==> src/design/dctcp_pkg.sv <==
`timescale 1ns / 1ps
// ----------------------------------------------------------------------------
// DCTCP alpha estimator package
// Shared constants, control types and the microcode ROM of the sequencer.
// ----------------------------------------------------------------------------
package dctcp_pkg;

  // Default datapath sizing
  localparam int FRAC_BITS_DEF   = 16;
  localparam int COUNT_WIDTH_DEF = 32;

  // Configuration port
  localparam int CFG_IW = 1;
  localparam int CFG_DW = 17;
  localparam logic [CFG_IW-1:0] REG_SEG_SIZE = 1'b0;
  localparam logic [CFG_IW-1:0] REG_GAIN     = 1'b1;
  localparam logic [15:0]       SEG_SIZE_RST = 16'd1448;
  localparam logic [CFG_DW-1:0] GAIN_RST     = 17'd4096;

  // Input stream layout: segs_acked, ece_seen, tx_mark, ack_seq, cur_window, in_flight
  localparam int IN_DW = 152;

  // Micro-operations of the datapath
  typedef enum logic [3:0] {
    OP_NOP,
    OP_LOAD,
    OP_MUL_BYTES,
    OP_ACCUM,
    OP_DIV_INIT,
    OP_DIV_STEP,
    OP_MUL_DECAY,
    OP_MUL_GAIN,
    OP_ALPHA,
    OP_MUL_REDUCE,
    OP_EMIT
  } op_t;

  // Jump conditions
  typedef enum logic [2:0] {
    C_NEXT,
    C_ALWAYS,
    C_QUERY,
    C_NO_WINDOW,
    C_DIV_SKIP,
    C_DIV_MORE
  } cond_t;

  localparam int UPC_W = 4;

  typedef struct packed {
    op_t              op;
    cond_t            cond;
    logic [UPC_W-1:0] target;
  } uword_t;

  // Program addresses
  localparam logic [UPC_W-1:0] U_IDLE     = 4'd0;
  localparam logic [UPC_W-1:0] U_MUL_B    = 4'd1;
  localparam logic [UPC_W-1:0] U_ACCUM    = 4'd2;
  localparam logic [UPC_W-1:0] U_DIV_INIT = 4'd3;
  localparam logic [UPC_W-1:0] U_DIV_STEP = 4'd4;
  localparam logic [UPC_W-1:0] U_DECAY    = 4'd5;
  localparam logic [UPC_W-1:0] U_GAIN     = 4'd6;
  localparam logic [UPC_W-1:0] U_ALPHA    = 4'd7;
  localparam logic [UPC_W-1:0] U_EMIT_ACK = 4'd8;
  localparam logic [UPC_W-1:0] U_QUERY    = 4'd9;
  localparam logic [UPC_W-1:0] U_EMIT_Q   = 4'd10;

  // Status from the datapath to the sequencer
  typedef struct packed {
    logic in_valid;
    logic out_busy;
    logic query;
    logic no_window;
    logic div_skip;
    logic div_more;
  } stat_t;

  // Control from the sequencer to the datapath
  typedef struct packed {
    op_t  op;
    logic fire;
  } ctl_t;

  // Microcode ROM
  function automatic uword_t ucode(logic [UPC_W-1:0] pc);
    uword_t w;
    case (pc)
      U_IDLE:     w = '{OP_LOAD,       C_NEXT,      U_IDLE};
      U_MUL_B:    w = '{OP_MUL_BYTES,  C_QUERY,     U_QUERY};
      U_ACCUM:    w = '{OP_ACCUM,      C_NO_WINDOW, U_EMIT_ACK};
      U_DIV_INIT: w = '{OP_DIV_INIT,   C_DIV_SKIP,  U_DECAY};
      U_DIV_STEP: w = '{OP_DIV_STEP,   C_DIV_MORE,  U_DIV_STEP};
      U_DECAY:    w = '{OP_MUL_DECAY,  C_NEXT,      U_IDLE};
      U_GAIN:     w = '{OP_MUL_GAIN,   C_NEXT,      U_IDLE};
      U_ALPHA:    w = '{OP_ALPHA,      C_NEXT,      U_IDLE};
      U_EMIT_ACK: w = '{OP_EMIT,       C_ALWAYS,    U_IDLE};
      U_QUERY:    w = '{OP_MUL_REDUCE, C_NEXT,      U_IDLE};
      U_EMIT_Q:   w = '{OP_EMIT,       C_ALWAYS,    U_IDLE};
      default:    w = '{OP_NOP,        C_ALWAYS,    U_IDLE};
    endcase
    return w;
  endfunction

endpackage

==> src/design/dctcp_useq.sv <==
`timescale 1ns / 1ps
// ----------------------------------------------------------------------------
// DCTCP microcode sequencer
// Step counter over the microcode ROM; holds on input or output stalls and
// takes conditional jumps from datapath status.
// ----------------------------------------------------------------------------
module dctcp_useq (
  input  logic            clk,
  input  logic            rst,
  input  dctcp_pkg::stat_t stat,
  output dctcp_pkg::ctl_t  ctl
);
  import dctcp_pkg::*;

  logic [UPC_W-1:0] pc;
  logic [UPC_W-1:0] pc_next;
  uword_t           uw;
  logic             cond_hit;
  logic             stall;

  // Fetch the control word
  always_comb begin
    uw = ucode(pc);
  end

  // Evaluate the jump condition
  always_comb begin
    case (uw.cond)
      C_NEXT:      cond_hit = 1'b0;
      C_ALWAYS:    cond_hit = 1'b1;
      C_QUERY:     cond_hit = stat.query;
      C_NO_WINDOW: cond_hit = stat.no_window;
      C_DIV_SKIP:  cond_hit = stat.div_skip;
      C_DIV_MORE:  cond_hit = stat.div_more;
      default:     cond_hit = 1'b0;
    endcase
  end

  // Hold while waiting for a request or for room in the output register
  always_comb begin
    stall = ((uw.op == OP_LOAD) && !stat.in_valid) ||
            ((uw.op == OP_EMIT) && stat.out_busy);
  end

  // Next step
  always_comb begin
    if (stall) begin
      pc_next = pc;
    end else if (cond_hit) begin
      pc_next = uw.target;
    end else begin
      pc_next = pc + UPC_W'(1);
    end
  end

  // Drive the datapath
  always_comb begin
    ctl.op   = uw.op;
    ctl.fire = !stall;
  end

  always_ff @(posedge clk) begin
    if (rst) begin
      pc <= U_IDLE;
    end else begin
      pc <= pc_next;
    end
  end

endmodule

==> src/design/dctcp_alpha_estimator_top.sv <==
`timescale 1ns / 1ps
// ----------------------------------------------------------------------------
// DCTCP alpha estimator
// Accumulates acked and ECN-marked bytes, updates alpha at each window end
// and answers window reduction queries, under a microcoded sequencer.
// ----------------------------------------------------------------------------
// Accept to result: an ack closing a window runs the restoring divider, one
// quotient bit per microcode step, then the alpha blend; the division is
// skipped when nothing was acked or every byte was marked. A new request is
// taken only after the last one has been emitted; the result register frees
// the input side while a result waits. Reset (rst, synchronous) sets alpha
// to 1.0, clears counters and mark, loads defaults.
// ----------------------------------------------------------------------------
module dctcp_alpha_estimator_top #(
  parameter int FRAC_BITS   = dctcp_pkg::FRAC_BITS_DEF,
  parameter int COUNT_WIDTH = dctcp_pkg::COUNT_WIDTH_DEF
) (
  input  logic                                   clk,
  input  logic                                   rst,
  // Configuration writes
  input  logic                                   cfg_valid,
  output logic                                   cfg_ready,
  input  logic [dctcp_pkg::CFG_IW-1:0]           cfg_index,
  input  logic [dctcp_pkg::CFG_DW-1:0]           cfg_data,
  // Requests
  input  logic                                   s_axis_tvalid,
  output logic                                   s_axis_tready,
  // segs_acked, ece_seen, tx_mark, ack_seq, cur_window, in_flight, zero pad
  input  logic [dctcp_pkg::IN_DW-1:0]            s_axis_tdata,
  // func
  input  logic                                   s_axis_tuser,
  // Results
  output logic                                   m_axis_tvalid,
  input  logic                                   m_axis_tready,
  // alpha_now, reduced_window, slow_start_thresh, zero pad
  output logic [((FRAC_BITS+1+64+7)/8)*8-1:0]    m_axis_tdata,
  // alpha_updated
  output logic                                   m_axis_tuser
);
  import dctcp_pkg::*;

  localparam int ONE_W = FRAC_BITS + 1;
  localparam int MB    = (FRAC_BITS + 2 > 16) ? FRAC_BITS + 2 : 16;
  localparam int PW    = 32 + MB;
  localparam int AW2   = 2 * FRAC_BITS + 2;
  localparam int SW    = ((COUNT_WIDTH > 32) ? COUNT_WIDTH : 32) + 1;
  localparam int CNT_W = $clog2(FRAC_BITS);
  localparam int ODW   = ((ONE_W + 64 + 7) / 8) * 8;
  localparam int GW    = (ONE_W > CFG_DW) ? ONE_W : CFG_DW;
  localparam logic [ONE_W-1:0]   ONE     = {1'b1, {FRAC_BITS{1'b0}}};
  localparam logic [ONE_W:0]     TWO_ONE = {2'b10, {FRAC_BITS{1'b0}}};

  // Sequencer link
  stat_t stat;
  ctl_t  ctl;

  // Configuration
  logic [15:0]       seg_size;
  logic [CFG_DW-1:0] gain;

  // Estimator state
  logic [ONE_W-1:0]       alpha;
  logic [COUNT_WIDTH-1:0] acked;
  logic [COUNT_WIDTH-1:0] marked;
  logic [31:0]            mark;

  // Captured request
  logic        func;
  logic [15:0] segs;
  logic        ece;
  logic [31:0] txm;
  logic [31:0] ackn;
  logic [31:0] cwnd;
  logic [31:0] infl;

  // Working registers
  logic [PW-1:0]          prod;
  logic [AW2-1:0]         acc;
  logic [COUNT_WIDTH-1:0] r;
  logic [ONE_W-1:0]       q;
  logic [CNT_W-1:0]       cnt;
  logic                   updated;

  // Result register
  logic             out_valid;
  logic [ONE_W-1:0] out_alpha;
  logic             out_upd;
  logic [31:0]      out_red;
  logic [31:0]      out_sst;

  // Datapath signals
  logic                   in_accept;
  logic [GW-1:0]          gain_ext;
  logic [ONE_W-1:0]       g;
  logic [31:0]            mul_a;
  logic [MB-1:0]          mul_b;
  logic [31:0]            bytes;
  logic [SW-1:0]          acked_sum;
  logic [SW-1:0]          marked_sum;
  logic [31:0]            win_diff;
  logic [COUNT_WIDTH:0]   rs;
  logic [COUNT_WIDTH:0]   rdiff;
  logic                   ge;
  logic [AW2:0]           asum;
  logic [FRAC_BITS+2:0]   ashr;
  logic [ONE_W-1:0]       alpha_new;
  logic [31:0]            reduced;
  logic [31:0]            half;

  dctcp_useq u_seq (
    .clk  (clk),
    .rst  (rst),
    .stat (stat),
    .ctl  (ctl)
  );

  // Handshakes
  assign cfg_ready     = 1'b1;
  assign s_axis_tready = (ctl.op == OP_LOAD);
  assign in_accept     = s_axis_tvalid && s_axis_tready;
  assign m_axis_tvalid = out_valid;
  assign m_axis_tdata  = ODW'({out_sst, out_red, out_alpha});
  assign m_axis_tuser  = out_upd;

  // Clip gain at one
  always_comb begin
    gain_ext = GW'(gain);
    g        = (gain_ext > GW'(ONE)) ? ONE : gain_ext[ONE_W-1:0];
  end

  // Select multiplier operands
  always_comb begin
    case (ctl.op)
      OP_MUL_BYTES: begin
        mul_a = 32'(segs);
        mul_b = MB'(seg_size);
      end
      OP_MUL_DECAY: begin
        mul_a = 32'(ONE - g);
        mul_b = MB'(alpha);
      end
      OP_MUL_GAIN: begin
        mul_a = 32'(g);
        mul_b = MB'(q);
      end
      OP_MUL_REDUCE: begin
        mul_a = cwnd;
        mul_b = MB'(TWO_ONE - {1'b0, alpha});
      end
      default: begin
        mul_a = '0;
        mul_b = '0;
      end
    endcase
  end

  // Saturating counter sums, window test, divider step, alpha blend, reduced window
  always_comb begin
    bytes      = prod[31:0];
    acked_sum  = SW'(acked) + SW'(bytes);
    marked_sum = SW'(marked) + SW'(bytes);
    win_diff   = ackn - mark;
    rs         = {r, 1'b0};
    rdiff      = rs - {1'b0, acked};
    ge         = (rs >= {1'b0, acked});
    asum       = (AW2+1)'(acc) + (AW2+1)'(prod[AW2-1:0]);
    ashr       = asum[AW2:FRAC_BITS];
    alpha_new  = (ashr > (FRAC_BITS+3)'(ONE)) ? ONE : ashr[ONE_W-1:0];
    reduced    = prod[FRAC_BITS+1 +: 32];
    half       = infl >> 1;
  end

  // Status to the sequencer
  always_comb begin
    stat.in_valid  = s_axis_tvalid;
    stat.out_busy  = out_valid && !m_axis_tready;
    stat.query     = func;
    stat.no_window = win_diff[31];
    stat.div_skip  = (acked == '0) || (marked >= acked);
    stat.div_more  = (cnt != CNT_W'(FRAC_BITS - 1));
  end

  // Apply configuration writes
  always_ff @(posedge clk) begin
    if (rst) begin
      seg_size <= SEG_SIZE_RST;
      gain     <= GAIN_RST;
    end else if (cfg_valid && cfg_ready) begin
      case (cfg_index)
        REG_SEG_SIZE: seg_size <= cfg_data[15:0];
        REG_GAIN:     gain     <= cfg_data;
        default:      ;
      endcase
    end
  end

  // Estimator state
  always_ff @(posedge clk) begin
    if (rst) begin
      alpha  <= ONE;
      acked  <= '0;
      marked <= '0;
      mark   <= '0;
    end else if (ctl.fire) begin
      case (ctl.op)
        OP_ACCUM: begin
          acked <= (|acked_sum[SW-1:COUNT_WIDTH]) ? '1 : acked_sum[COUNT_WIDTH-1:0];
          if (ece) begin
            marked <= (|marked_sum[SW-1:COUNT_WIDTH]) ? '1 :
                      marked_sum[COUNT_WIDTH-1:0];
          end
        end
        OP_ALPHA: begin
          alpha  <= alpha_new;
          mark   <= txm;
          acked  <= '0;
          marked <= '0;
        end
        default: ;
      endcase
    end
  end

  // Request capture and working registers
  always_ff @(posedge clk) begin
    if (ctl.fire) begin
      case (ctl.op)
        OP_LOAD: begin
          func    <= s_axis_tuser;
          segs    <= s_axis_tdata[15:0];
          ece     <= s_axis_tdata[16];
          txm     <= s_axis_tdata[48:17];
          ackn    <= s_axis_tdata[80:49];
          cwnd    <= s_axis_tdata[112:81];
          infl    <= s_axis_tdata[144:113];
          updated <= 1'b0;
        end
        OP_MUL_BYTES, OP_MUL_DECAY, OP_MUL_REDUCE: begin
          prod <= {{MB{1'b0}}, mul_a} * {{32{1'b0}}, mul_b};
        end
        OP_MUL_GAIN: begin
          acc  <= prod[AW2-1:0];
          prod <= {{MB{1'b0}}, mul_a} * {{32{1'b0}}, mul_b};
        end
        OP_DIV_INIT: begin
          r   <= marked;
          cnt <= '0;
          q   <= ((acked != '0) && (marked >= acked)) ? ONE : '0;
        end
        OP_DIV_STEP: begin
          r   <= ge ? rdiff[COUNT_WIDTH-1:0] : rs[COUNT_WIDTH-1:0];
          q   <= {q[ONE_W-2:0], ge};
          cnt <= cnt + CNT_W'(1);
        end
        OP_ALPHA: begin
          updated <= 1'b1;
        end
        default: ;
      endcase
    end
  end

  // Result register: load on emit, drop when taken
  always_ff @(posedge clk) begin
    if (rst) begin
      out_valid <= 1'b0;
    end else if (ctl.fire && (ctl.op == OP_EMIT)) begin
      out_valid <= 1'b1;
    end else if (m_axis_tready) begin
      out_valid <= 1'b0;
    end
  end

  always_ff @(posedge clk) begin
    if (ctl.fire && (ctl.op == OP_EMIT)) begin
      out_alpha <= alpha;
      if (func) begin
        out_upd <= 1'b0;
        out_red <= reduced;
        out_sst <= (reduced > half) ? reduced : half;
      end else begin
        out_upd <= updated;
        out_red <= '0;
        out_sst <= '0;
      end
    end
  end

`ifndef SYNTHESIS
  // A request keeps the sequencer busy for at least the next cycle
  a_busy_after_accept: assert property (@(posedge clk) disable iff (rst)
    in_accept |=> !s_axis_tready)
    else $error("input ready right after a request was accepted");

  // Alpha never goes above one
  a_alpha_range: assert property (@(posedge clk) disable iff (rst)
    alpha <= ONE)
    else $error("alpha above one");

  // A window end clears both byte counters
  a_window_clear: assert property (@(posedge clk) disable iff (rst)
    (ctl.fire && (ctl.op == OP_ALPHA)) |=> (acked == '0) && (marked == '0))
    else $error("byte counters not cleared at window end");

  // Divider remainder stays below the divisor while iterating
  a_div_rem: assert property (@(posedge clk) disable iff (rst)
    (ctl.op == OP_DIV_STEP) |-> (r < acked))
    else $error("divider remainder not below acked bytes");
`endif

endmodule

==> config.mk <==
export PLATFORM = sky130hd
export DESIGN_NAME = dctcp_alpha_estimator_top
export DESIGN_NICKNAME = d
export VERILOG_FILES = /design/src/design/dctcp_pkg.sv /design/src/design/dctcp_useq.sv /design/src/design/dctcp_alpha_estimator_top.sv
export SDC_FILE = /design/constraint.sdc
export NUM_CORES = 2
export LEC_CHECK = 0
export BUFFER_PORTS_ARGS = -buffer_cell sky130_fd_sc_hd__buf_2
export CORE_MARGIN = 2
export CORE_UTILIZATION = 55
export DETAILED_ROUTE_END_ITERATION = 6
export PLACE_DENSITY = 0.73
export SLEW_MARGIN = 15
export SYNTH_ARGS = -nofsm -noshare
export SYNTH_HDL_FRONTEND = slang
export SYNTH_SLANG_ARGS = --single-unit
==> constraint.sdc <==
create_clock -name clk -period 11 [get_ports clk]
set_input_delay 0.55 -clock clk [delete_from_list [all_inputs] [get_ports clk]]
set_output_delay 0.55 -clock clk [all_outputs]
set_load 0.02 [all_outputs]
==> Word-level counts from Yosys, hierarchy flattened <==
Memory sizes are Yosys's and may differ from the RTL's. A register that Yosys moved wholly into a read port is not among the register bits.
Cells that the tools add are included.
{ "totals": {"ff_bits": 516, "romBits": 160, "wordCells": 111, "mem_count": 1} }
{ "op_classes": {"addsub": 9, "n_mul": 1, "order_cmp": 5, "eq_ne": 17, "n_mux": 22, "bitwise_logic": 2, "n_reduce_logical": 28} }
{ "mem_list": {"columns": ["name", "depth", "word_bits", "rd", "rd_clocked_by_memory_dff", "wr", "line", "source"], "rows": [
  ["(name not given)", 16, 10, 1, 1, 0, "dctcp_pkg.sv:88", "case (pc)"]
]} }
{ "ops": {"columns": ["cell", "count"], "rows": [
  ["$pmux 32 s2", 3],
  ["$mux 32", 4],
  ["$pmux 32 s4", 1],
  ["$pmux 18 s4", 1],
  ["$add 32x32->33", 2],
  ["$sub 32x32->32", 2],
  ["$mux 17", 3],
  ["$mul 32x18->49", 1],
  ["$add 34x34->35", 1],
  ["$pmux 17 s2", 1],
  ["$ge 33x32->1", 1],
  ["$ge 32x32->1", 1],
  ["$gt 32x31->1", 1],
  ["$logic_not 32->1", 1],
  ["$reduce_bool 32->1", 1],
  ["$mux 31", 1],
  ["$reduce_and 2->1", 10],
  ["$gt 19x17->1 const B", 1],
  ["$sub 17x17->18 const A", 1],
  ["$sub 18x17->18 const A", 1],
  ["$gt 17x17->1 const B", 1],
  ["$eq 4x3->1 const B", 4],
  ["$eq 4x4->1 const B", 3],
  ["$mux 4", 3],
  ["19 further kinds", 35]
]} }

==> Logic depth before layout (Yosys ltp) <==
{ "depth": {"depth_word": 7, "mapped_depth": 41, "ltp_nobuf": 40} }

==> Cells and area by module <==
A second synthesis with hierarchy kept.
{ "hier_totals": {"cells_unflattened": 4847, "area_unflattened_um2": 45842.7} }
{ "by_module_without_submodules": {"columns": ["mod", "instances", "cells_each", "area_each_um2", "seq_area_each_um2"], "rows": [
  ["dctcp_alpha_estimator_top", 1, 4764, 45069.5, 13873.3],
  ["dctcp_useq", 1, 83, 773.2, 240.2]
]} }

==> Least setup slack after synthesis <==
No wires, ideal clock.
{ "synth_path": {"path_type": "reg-to-reg", "from": "reg, netlist name u_seq.uw[7]", "to": "reg prod[46], data pin", "arrival_time_ns": 9.458, "required_ns": 10.734, "slack_ns": 1.277, "path_stages_with_launch": 32, "period_less_slack_ns": 9.723, "path_cell_list": "dfxtp_1 > clkbuf_1 > clkinv_1 > nor2_1 > and2_1 > clkbuf_1 > nand2_1 > and4_1 > clkbuf_1 > nor2_1 > fa_1 > fa_1 > inv_1 > fa_1 > fa_1 > inv_1 > fa_1 > inv_1 > fa_1 > inv_1 > ha_1 > and3_1 > and3_1 > a2bb2oi_1 > o31ai_1 > a21boi_0 > o211ai_1 > a221oi_1 > o31ai_1 > a2111oi_0 > nor3_1 > xor2_1"} }
{ "synth_via": {"elab_chain_cells": 3, "word_cells_on_any_way": 7, "cone_classes": "mul (1); eq/ne (4); mux (2)"} }
{ "synth_rtl": {"columns": ["item", "line", "source"], "rows": [
  ["$eq 4x4->1 (tied with other cells)", "dctcp_alpha_estimator_top.sv:133, dctcp_alpha_estimator_top.sv:227", null],
  ["$pmux 32 s4 or $pmux 18 s4 (tied branches)", "dctcp_alpha_estimator_top.sv:133", "case (ctl.op)"],
  ["$mul 32x18->49 (*)", "dctcp_alpha_estimator_top.sv:239, dctcp_alpha_estimator_top.sv:243", null],
  ["to (signal assigned)", "dctcp_alpha_estimator_top.sv:239", "prod <= {{MB{1'b0}}, mul_a} * {{32{1'b0}}, mul_b};"],
  ["to (signal assigned)", "dctcp_alpha_estimator_top.sv:243", "prod <= {{MB{1'b0}}, mul_a} * {{32{1'b0}}, mul_b};"],
  ["to (decl)", "dctcp_alpha_estimator_top.sv:77", "logic [PW-1:0] prod;"]
]} }
Mark *: on every way between the ends. The rest lies on a longest branch, timed or not.
A chain may end at the register's enable or synchronous reset.

==> Worst setup path after layout <==
{ "layout_path": {"from": "reg gain[3]", "to": "reg prod[46], data pin"} }
{ "layout_via": {"elab_chain_cells": 5} }
{ "layout_rtl": {"columns": ["item", "line", "source"], "rows": [
  ["from (decl)", "dctcp_alpha_estimator_top.sv:59", "logic [CFG_DW-1:0] gain;"],
  ["from (signal assigned)", "dctcp_alpha_estimator_top.sv:191", "REG_GAIN: gain <= cfg_data;"],
  ["$gt 17x17->1", "dctcp_alpha_estimator_top.sv:128", "g = (gain_ext > GW'(ONE)) ? ONE : gain_ext[ONE_W-1:0];"],
  ["$mux 17 (*)", "dctcp_alpha_estimator_top.sv:128", null],
  ["$sub 17x17->18", "dctcp_alpha_estimator_top.sv:139", "mul_a = 32'(ONE - g);"],
  ["$pmux 32 s4 (*)", "dctcp_alpha_estimator_top.sv:133", null],
  ["$mul 32x18->49 (*)", "dctcp_alpha_estimator_top.sv:239, dctcp_alpha_estimator_top.sv:243", null]
]} }
Marked as above.

==> metrics <==
pwr dens 193 nW/um2; Worst EP arrival 10.53 ns; worst slew pin tran 1.04 ns; Synth cell types 79; Worst Skew 0.0229 ns; reg2reg path depth 40; floorplan die width 291 um; syn avg cell area 9.48 um2; Root Buffer clkbuf_16; Hold Path End txm[23]; global-route wire length before repair 187 mm; Area Overhead vs Synth 9.35%; Primary FF master, synth edfxtp_1; buffers and inverters on the worst path 5; layout cell share with drive strength beyond 1 8.94%; critical path type flop to flop; # rows 105; worst hold stages 1; dpl hpwl 91.9 mm; Required @ worst endpoint 11.38 ns; Slowest-stage cell, CP fa_1; aggregate global-route resource usage 27.9%; total of warnings raised by yosys 0; TritonCTS Buffers 55; Pwr Total 9.58 mW; DR vias 34700; Clk Latency, worst-skew pair 0.63 ns; Setup Viol. Count Final 0; Routed wire per std cell 19.5 um; Seq cells post-synth 523; Slew headroom 30.8%; Ports 268; Die ar. 84900 um2; Die Height 291 um; final-report hold violation count 0; DRC 0; Crit Path Max Fanout 9; top-area cell type share of the netlist area 24.1%; Max Clk Rate 98.4 MHz; Post-CTS Setup Inserts 0; vias per inst 5.70; Setup TNS 0 ns; Critical R2R Capture prod[46]; CTS tree done; Initial Util 55.4%; Worst setup EP type flop; number of buffer cells added on primary ports 251; drt pass-1 iters 6; critical path's top delay family adder cells; clk buf depth 3; reg2reg start gain[3]; RSZ-0062 raised after global routing false; Async SR Flop Fraction 0%; CTS HTree Levels 2; top post-synthesis cells by area edfxtp_1 24%, fa_1 21%, ha_1 9.6%, dfxtp_1 7.0%, nand2_1 6.2%; core area 82000 um2; Worst path max stage delay 0.55 ns; Leak 22.2 nW; Min-Delay Startpoint s_axis_tdata[40]; gr ovfl total 0; area leader, netlist edfxtp_1; synthesized area 45400 um2; Crit path top cell by count fa_1; via count of the first global-routing pass 34600; clk slew on worst S/H paths 0.06 ns; maximum VDD drop 0.000175 V; Max-Cap Viols 0; final WL 118 mm; Slew Viols, Final 0; Detail Route Antenna Nets 0; fin crit share 92.3%; min-delay worst type primary input to flop; CTS sink count 523; CP startpoint kind flop; FF-to-FF setup slack 0.84 ns; nets 5970; fill cell total of the finished layout 6866; status complete, no violations; post-synthesis sequential area ratio 31.1%; Mapped Cells 4790; Routability Congestion 0.952; initial antenna violation count 2; initial DRC count 2766; largest net degree at the start of global routing 89; EDFF count, synth 364; Final min period 10.16 ns
[flip-flops by register name, indices dropped and copies added (netlist names), 31 cells and up]
name / flops
ackn: 32
cwnd: 32
acked: 32
infl: 31
mark: 32
txm: 32
out_red: 32
r: 32
marked: 32
out_sst: 32
acc: 34
prod: 49
[cell type report]
class	count	area, um2	share of cell area [%]
multi-input cells	3354	28000	56.4
flip-flops and latches	523	14100	28.4
inverters	724	2720	5.47
repair buffers	304	1660	3.35
clock buffers	71	1500	3.01
well taps	1070	1340	2.70
clock inverters	33	323	0.650
diodes	2	5.00	0.0101
[layout by cell type, fill, tap and decap left out, types with 55 or more instances in the layout]
| cell type | Yosys | final |
|---|---|---|
| a21o_1 | 79 | 79 |
| a21oi_1 | 259 | 258 |
| and2_1 | 57 | 57 |
| buf_2 | 9 | 250 |
| clkbuf_16 | 0 | 55 |
| dfxtp_1 | 159 | 159 |
| edfxtp_1 | 364 | 364 |
| fa_1 | 482 | 482 |
| ha_1 | 350 | 350 |
| inv_1 | 721 | 721 |
| mux2i_1 | 69 | 69 |
| nand2_1 | 750 | 749 |
| nor2_1 | 379 | 372 |
| o21ai_0 | 145 | 143 |
| xnor2_1 | 102 | 102 |
[cell families after synthesis]
logic type               synth area share, %
flip-flops                              31.1
multiplexers                            1.52
XOR/XNOR                                2.85
buffers and inverters                   7.69
AND/OR/NAND/NOR                         14.1
AO/OA/AOI/OAI                           11.9
other                                 0.0165
adder cells (fa/ha/maj)                 30.9
[synth_stat cells (all sizes together), types with 8 or more instances]
cell type	n
inv	721
a311oi	31
xnor2	102
o31ai	17
a31oi	16
a221oi	49
nand3b	10
nand3	44
buf	30
and3	22
a211oi	21
mux2i	69
a22oi	21
nand4	27
nand2b	30
xor2	46
nor2b	37
o21ai	155
nor2	380
a211o	9
edfxtp	364
o211ai	13
nor4	16
a221o	20
nor3	40
fa	482
or2	8
ha	350
o21bai	17
and4	10
and2	59
clkbuf	165
a21o	79
nand2	750
o21a	51
or3	20
a21oi	259
dfxtp	159
[layer usage]
layer  GRT usage, %  vias to the layer above  wire length (um)
met5              0                        -                 0
met4           10.9                        0              4710
met3           4.59                      229              9350
met2           45.7                     1370             55000
met1           37.4                    16800             49300
li1               -                    16300                 -
[where the power goes]
group | internal (mW) | switching (mW) | total, mW
Clock | 1.06 | 0.820 | 1.88
Sequential | 2.82 | 0.395 | 3.22
Combinational | 1.66 | 2.82 | 4.48
Total | 5.54 | 4.03 | 9.58
[per-stage QoR]
| step | util [%] | cells | hold WS, ns | area, um2 | setup WS, ns |
|---|---|---|---|---|---|
| 2_1_floorplan | - | 4796 | 0.432 | 45400 | 1.28 |
| 6_report | 60.6 | 6081 | 0.0903 | 49700 | 0.843 |
| 5_1_grt | 60.6 | 6081 | 0.0726 | 49700 | 0.169 |
| 3_3_place_gp | 58.3 | 5973 | 0.439 | 47800 | 0.794 |
| 3_5_place_dp | 58.3 | 5973 | 0.448 | 47800 | 0.628 |
| 4_1_cts | 60.5 | 6077 | 0.0648 | 49600 | 0.612 |
[how the worst max path moves through the flow]
| stage | from | to | cells past startpoint |
|---|---|---|---|
| after floorplan | u_seq.uw[7] | prod[46] | 31 |
| after global placement | gain[3] | prod[46] | 39 |
| after detailed placement | gain[3] | prod[46] | 40 |
| after CTS | gain[3] | prod[46] | 40 |
| after global routing | gain[3] | prod[46] | 40 |
| final | gain[3] | prod[46] | 40 |
[repair_timing]
action,in CTS,in global routing
hold buffers,0,0
endpoints found under the setup margin,0,8
hold endpoints to repair,0,0
resized for setup,0,3
(Power assumes the default switching activity.)
